[src/sv/otlt_pkg.sv]
// ----------------------------------------------------------------------------
// otlt_pkg
// Shared types, constants and helpers for the object track table block.
// ----------------------------------------------------------------------------
`default_nettype none
package otlt_pkg;

  localparam int TableDepth = 16;
  localparam int IdxW       = $clog2(TableDepth);
  localparam int CntW       = $clog2(TableDepth + 1);
  localparam int HeldW      = 5;
  localparam logic [15:0] EmptyDx    = 16'hFF00;
  localparam logic [15:0] StaleReset = 16'd500;

  typedef enum logic [0:0] {
    REQ_OBJECT = 1'b0,
    REQ_TICK   = 1'b1
  } req_type_t;

  typedef enum logic [1:0] {
    LANE_NONE   = 2'd0,
    LANE_CENTRE = 2'd1,
    LANE_LEFT   = 2'd2,
    LANE_RIGHT  = 2'd3
  } lane_code_t;

  typedef enum logic [2:0] {
    S_IDLE,
    S_FIND,
    S_WRITE,
    S_SCAN,
    S_EMIT
  } state_t;

  typedef struct packed {
    logic [15:0]        id;
    logic [15:0]        dx;
    logic signed [15:0] dy;
    logic signed [15:0] vx;
    logic signed [15:0] vy;
    logic signed [15:0] ax;
    logic [7:0]         path;
    logic [1:0]         lane;
    logic [31:0]        stamp;
  } obj_t;

  typedef struct packed {
    logic             we;
    logic [IdxW-1:0]  waddr;
    obj_t             wdata;
  } mem_wr_t;

  function automatic obj_t blank_target();
    obj_t o;
    o    = '0;
    o.dx = EmptyDx;
    return o;
  endfunction

endpackage
`default_nettype wire

[src/sv/otlt_age_cmp.sv]
// ----------------------------------------------------------------------------
// otlt_age_cmp
// Age check: true when (later - earlier), taken as an exact signed value,
// exceeds the limit.
// ----------------------------------------------------------------------------
`default_nettype none
module otlt_age_cmp
  import otlt_pkg::*;
(
  input  wire logic [31:0] later,
  input  wire logic [31:0] earlier,
  input  wire logic [15:0] limit,
  output logic             older
);

  logic signed [33:0] diff;

  assign diff  = $signed({2'b00, later}) - $signed({2'b00, earlier});
  assign older = diff > $signed({18'd0, limit});

endmodule
`default_nettype wire

[config.mk]
export PLATFORM = sky130hd
export DESIGN_NAME = otlt_age_cmp
export DESIGN_NICKNAME = d
export VERILOG_FILES = /design/src/sv/otlt_pkg.sv /design/src/sv/otlt_age_cmp.sv
export SDC_FILE = /design/constraint.sdc
export NUM_CORES = 1
export LEC_CHECK = 0
export ABC_CLOCK_PERIOD_IN_PS = 5560
export BUFFER_PORTS_ARGS = -buffer_cell sky130_fd_sc_hd__buf_4
export CAP_MARGIN = 10
export CORE_AREA = 2 2 55 83
export DETAILED_ROUTE_END_ITERATION = 10
export DIE_AREA = 0 0 57 85
export PLACE_DENSITY = 0.95
export SETUP_SLACK_MARGIN = 0.3
export SYNTH_ARGS = -nofsm -noshare
export SYNTH_HDL_FRONTEND = slang
export SYNTH_SLANG_ARGS = --single-unit
[constraint.sdc]
create_clock -name vclk -period 5.56
set_input_delay 0.278 -clock vclk [all_inputs]
set_output_delay 0.278 -clock vclk [all_outputs]
set_load 0.02 [all_outputs]
==> summary.md <==
### Hold path
* **type of the worst min-delay path** input port to output port
* **beginning of the worst hold path** later[31]

### Logic synthesis
* **part of the Yosys area used for sequential elements** 0%
* **yosys synthesis warning count** 0
* **post-synthesis instance total** 364
* **list of most frequent post-synthesis cells** 63 x sky130_fd_sc_hd__inv_1, 48 x sky130_fd_sc_hd__ha_1, 39 x sky130_fd_sc_hd__a21oi_1
* **area fraction of the dominant cell type after synthesis** 25.6%
* **Post-Syn Nets** 493
* **per-instance average area after synthesis** 6.45 um2
* **number of distinct standard cells referenced by the synthesized netlist** 46
* **library cell with the highest instance count after synthesis** sky130_fd_sc_hd__inv_1
* **top area cells in the synthesized netlist** sky130_fd_sc_hd__ha_1 26%, sky130_fd_sc_hd__inv_1 10%, sky130_fd_sc_hd__a21oi_1 8.3%
* **library cell occupying the most area in the post-synthesis netlist** sky130_fd_sc_hd__ha_1
* **Post-Syn Area** 0.00235 mm2

### Cells and area
* **total inserted antenna cells** 0
* **clock buffers** 0
* **multi-input gate area in the final layout** 0.00207 mm2
* **layout cells sized above 1** 19.5%
* **Nets** 568
* **sequential cells** 0
* **finished layout cell area** 0.00298 mm2
* **Syn-to-layout area delta** 26.8%
* **combined flip-flop and latch cell area** 0 um2
* **post-route non-filler standard cell count** 483
* **number of fill cells in the layout** 341

### Global route
* **initial antenna violation count** 0
* **pin count of the biggest net entering global routing** 11
* **vias in the first global route** 2925
* **Tot GR Track Use** 28.4%
* **first-pass GRT wire length** 11600 um
* **remaining global-route overflow** 0

### Floorplan
* **Die Y-Extent** 85 um
* **Total Die Area** 0.00485 mm2
* **starting utilization of the core area** 56.7%
* **die span in x** 57 um
* **FP Rows** 29
* **Std-Cell Core Area** 0.00414 mm2
* **total I/O pin count** 81

### Placed design
* **RD Place Congestion** 1.00
* **post-place instance area** 0.00298 mm2
* **post-placement cell count** 483
* **dpl ws** 1160 ps
* **final HPWL from detailed placement** 6090 um
* **count of input and output buffers** 81

### Setup path
* **timing startpoint of the critical path** later[0]
* **cell with the biggest individual delay on the critical path** sky130_fd_sc_hd__or4_1
* **series of cell instances along the critical path** buf_4 > inv_1 > ha_1 > fa_1 > nand2b_1 > a21oi_1 > o21bai_1 > nand3b_1 > a21o_1 > a21oi_1 > xnor2_1 > ha_1 > or4_1 > a2111oi_0 > a311oi_1 > nor3_1 > nand3_1 > nor4_1 > and4_1 > a41oi_1 > buf_4
* **Critical Path Sink Type** output port
* **crit-path max cell delay** 450 ps
* **CP Launch Type** input port
* **arrival time at the worst endpoint** 4240 ps
* **Worst Setup EP** older
* **worst setup path category** input port to output port
* **data required time of the worst path** 5280 ps
* **maximum fanout count along the critical path** 3

### Drt
* **number of iterations in the first detailed-routing pass** 7
* **average wire per standard cell** 14.6 um
* **total vias in the final route** 2969
* **drt total wl** 7030 um
* **number of remaining DRC errors** 0
* **post-detailed-route count of antenna-violating nets** 0
* **vias per cell** 6.15
* **count of routing violations after the opening detailed-route iteration** 202

### STA
* **Final TNS setup** 0 ps
* **slew of the pin with the lowest slew margin** 729 ps
* **top achievable clock speed** 0.221 GHz
* **final hold viol count** 0
* **worst relative slew slack** 50.1%
* **worst path setup slack after routing** 1040 ps
* **unrepaired setup endpoints after global routing** false
* **minimum clock period** 4520 ps
* **number of endpoints failing setup at the final stage** 0
* **final slew viol count** 0
* **period utilisation layout** 81.3%

### Pwr
* **total design power** 345 uW
* **peak supply drop** 77.7 uV
* **leakage power** 1.59 nW
* **power per unit of standard cell area** 116 mW/mm2

### Clock tree
* **setup fix buffers added after clock tree synthesis** 0
* **post-CTS resize count** 0
* **CTS hold repair buffers** 0

### Run status
* **run status** completed

### Job
* **count of max-cap constraint violations** 0

==> layer usage <==
layer	wire, um	vias to the layer above	track usage (%)
met5	0	-	0
met4	403	0	16.1
met3	357	35	1.83
met2	3910	142	58.1
met1	2360	1337	26.1
li1	-	1455	-
==> placed cells by master (no fill, tap or decap), types with 2 or more instances in the layout <==
cell                         n
sky130_fd_sc_hd__buf_4      81
sky130_fd_sc_hd__inv_1      63
sky130_fd_sc_hd__ha_1       48
sky130_fd_sc_hd__a21oi_1    39
sky130_fd_sc_hd__nand2_1    28
sky130_fd_sc_hd__nor2_1     24
sky130_fd_sc_hd__o21ai_0    20
sky130_fd_sc_hd__xnor2_1    13
sky130_fd_sc_hd__nand3_1    12
sky130_fd_sc_hd__a21o_1     11
sky130_fd_sc_hd__nand2b_1    9
sky130_fd_sc_hd__nand4_1     9
sky130_fd_sc_hd__nor3_1      9
sky130_fd_sc_hd__nor2b_1     5
sky130_fd_sc_hd__o21a_1      5
sky130_fd_sc_hd__xor2_1      5
sky130_fd_sc_hd__a31oi_1     5
sky130_fd_sc_hd__o21bai_1    4
sky130_fd_sc_hd__a211oi_1    4
sky130_fd_sc_hd__o211ai_1    3
sky130_fd_sc_hd__o31ai_1     3
sky130_fd_sc_hd__o21ai_1     3
sky130_fd_sc_hd__o32ai_1     3
sky130_fd_sc_hd__a2111oi_0   3
sky130_fd_sc_hd__nor4_1      3
sky130_fd_sc_hd__and4_1      2
sky130_fd_sc_hd__nand3b_1    2
sky130_fd_sc_hd__a21boi_0    2
sky130_fd_sc_hd__a22oi_1     2
sky130_fd_sc_hd__o311ai_0    2
sky130_fd_sc_hd__a32oi_1     2
sky130_fd_sc_hd__a41oi_1     2
==> kinds of logic (layout without fill, tap and decap cells) <==
kind of cell             after synthesis  after routing  synth area share (%)
adder cells (fa/ha/maj)               49             49                  26.5
multiplexers                           1              1                 0.480
buffers and inverters                 71            144                  11.6
AO/OA/AOI/OAI                        118            118                  32.3
XOR/XNOR                              18             18                  6.72
AND/OR/NAND/NOR                      107            107                  22.4
==> cell type report <==
cell class / instances / area share (%)
multi-input cells: 293 / 69.7
well taps: 46 / 1.93
inverters: 63 / 7.95
repair buffers: 81 / 20.4
==> report_power, final <==
group          total, mW  leakage [nW]  switching (mW)  internal [mW]
Clock                  0             0               0              0
Sequential             0             0               0              0
Combinational      0.345          1.59           0.187          0.158
Total              0.345          1.59           0.187          0.158
==> how the worst min path moves through the flow <==
| stage | cells after the start | slack (ps) | to |
|---|---|---|---|
| 6_report | 5 | 1110 | older |
| 5_1_grt | 5 | 1210 | older |
| 4_1_cts | 5 | 1120 | older |
| 3_5_place_dp | 5 | 1120 | older |
| 3_3_place_gp | 5 | 1120 | older |
| 2_1_floorplan | 3 | 930 | older |
==> critical path, delay by kind of cell <==
family / cells / cell delay [ps]
AO/OA/AOI/OAI: 7 / 1100
AND/OR/NAND/NOR: 7 / 1620
XOR/XNOR: 1 / 140
buffers and inverters: 3 / 290
adder cells (fa/ha/maj): 3 / 810
==> per-stage QoR <==
stage,utilization (%),hold WS (ps)
6_report,71.9,1110
5_1_grt,71.9,1210
4_1_cts,71.9,1120
3_5_place_dp,71.9,1120
3_3_place_gp,71.9,1120
2_1_floorplan,-,934
No activity file was read; power rests on OpenSTA's default activity.
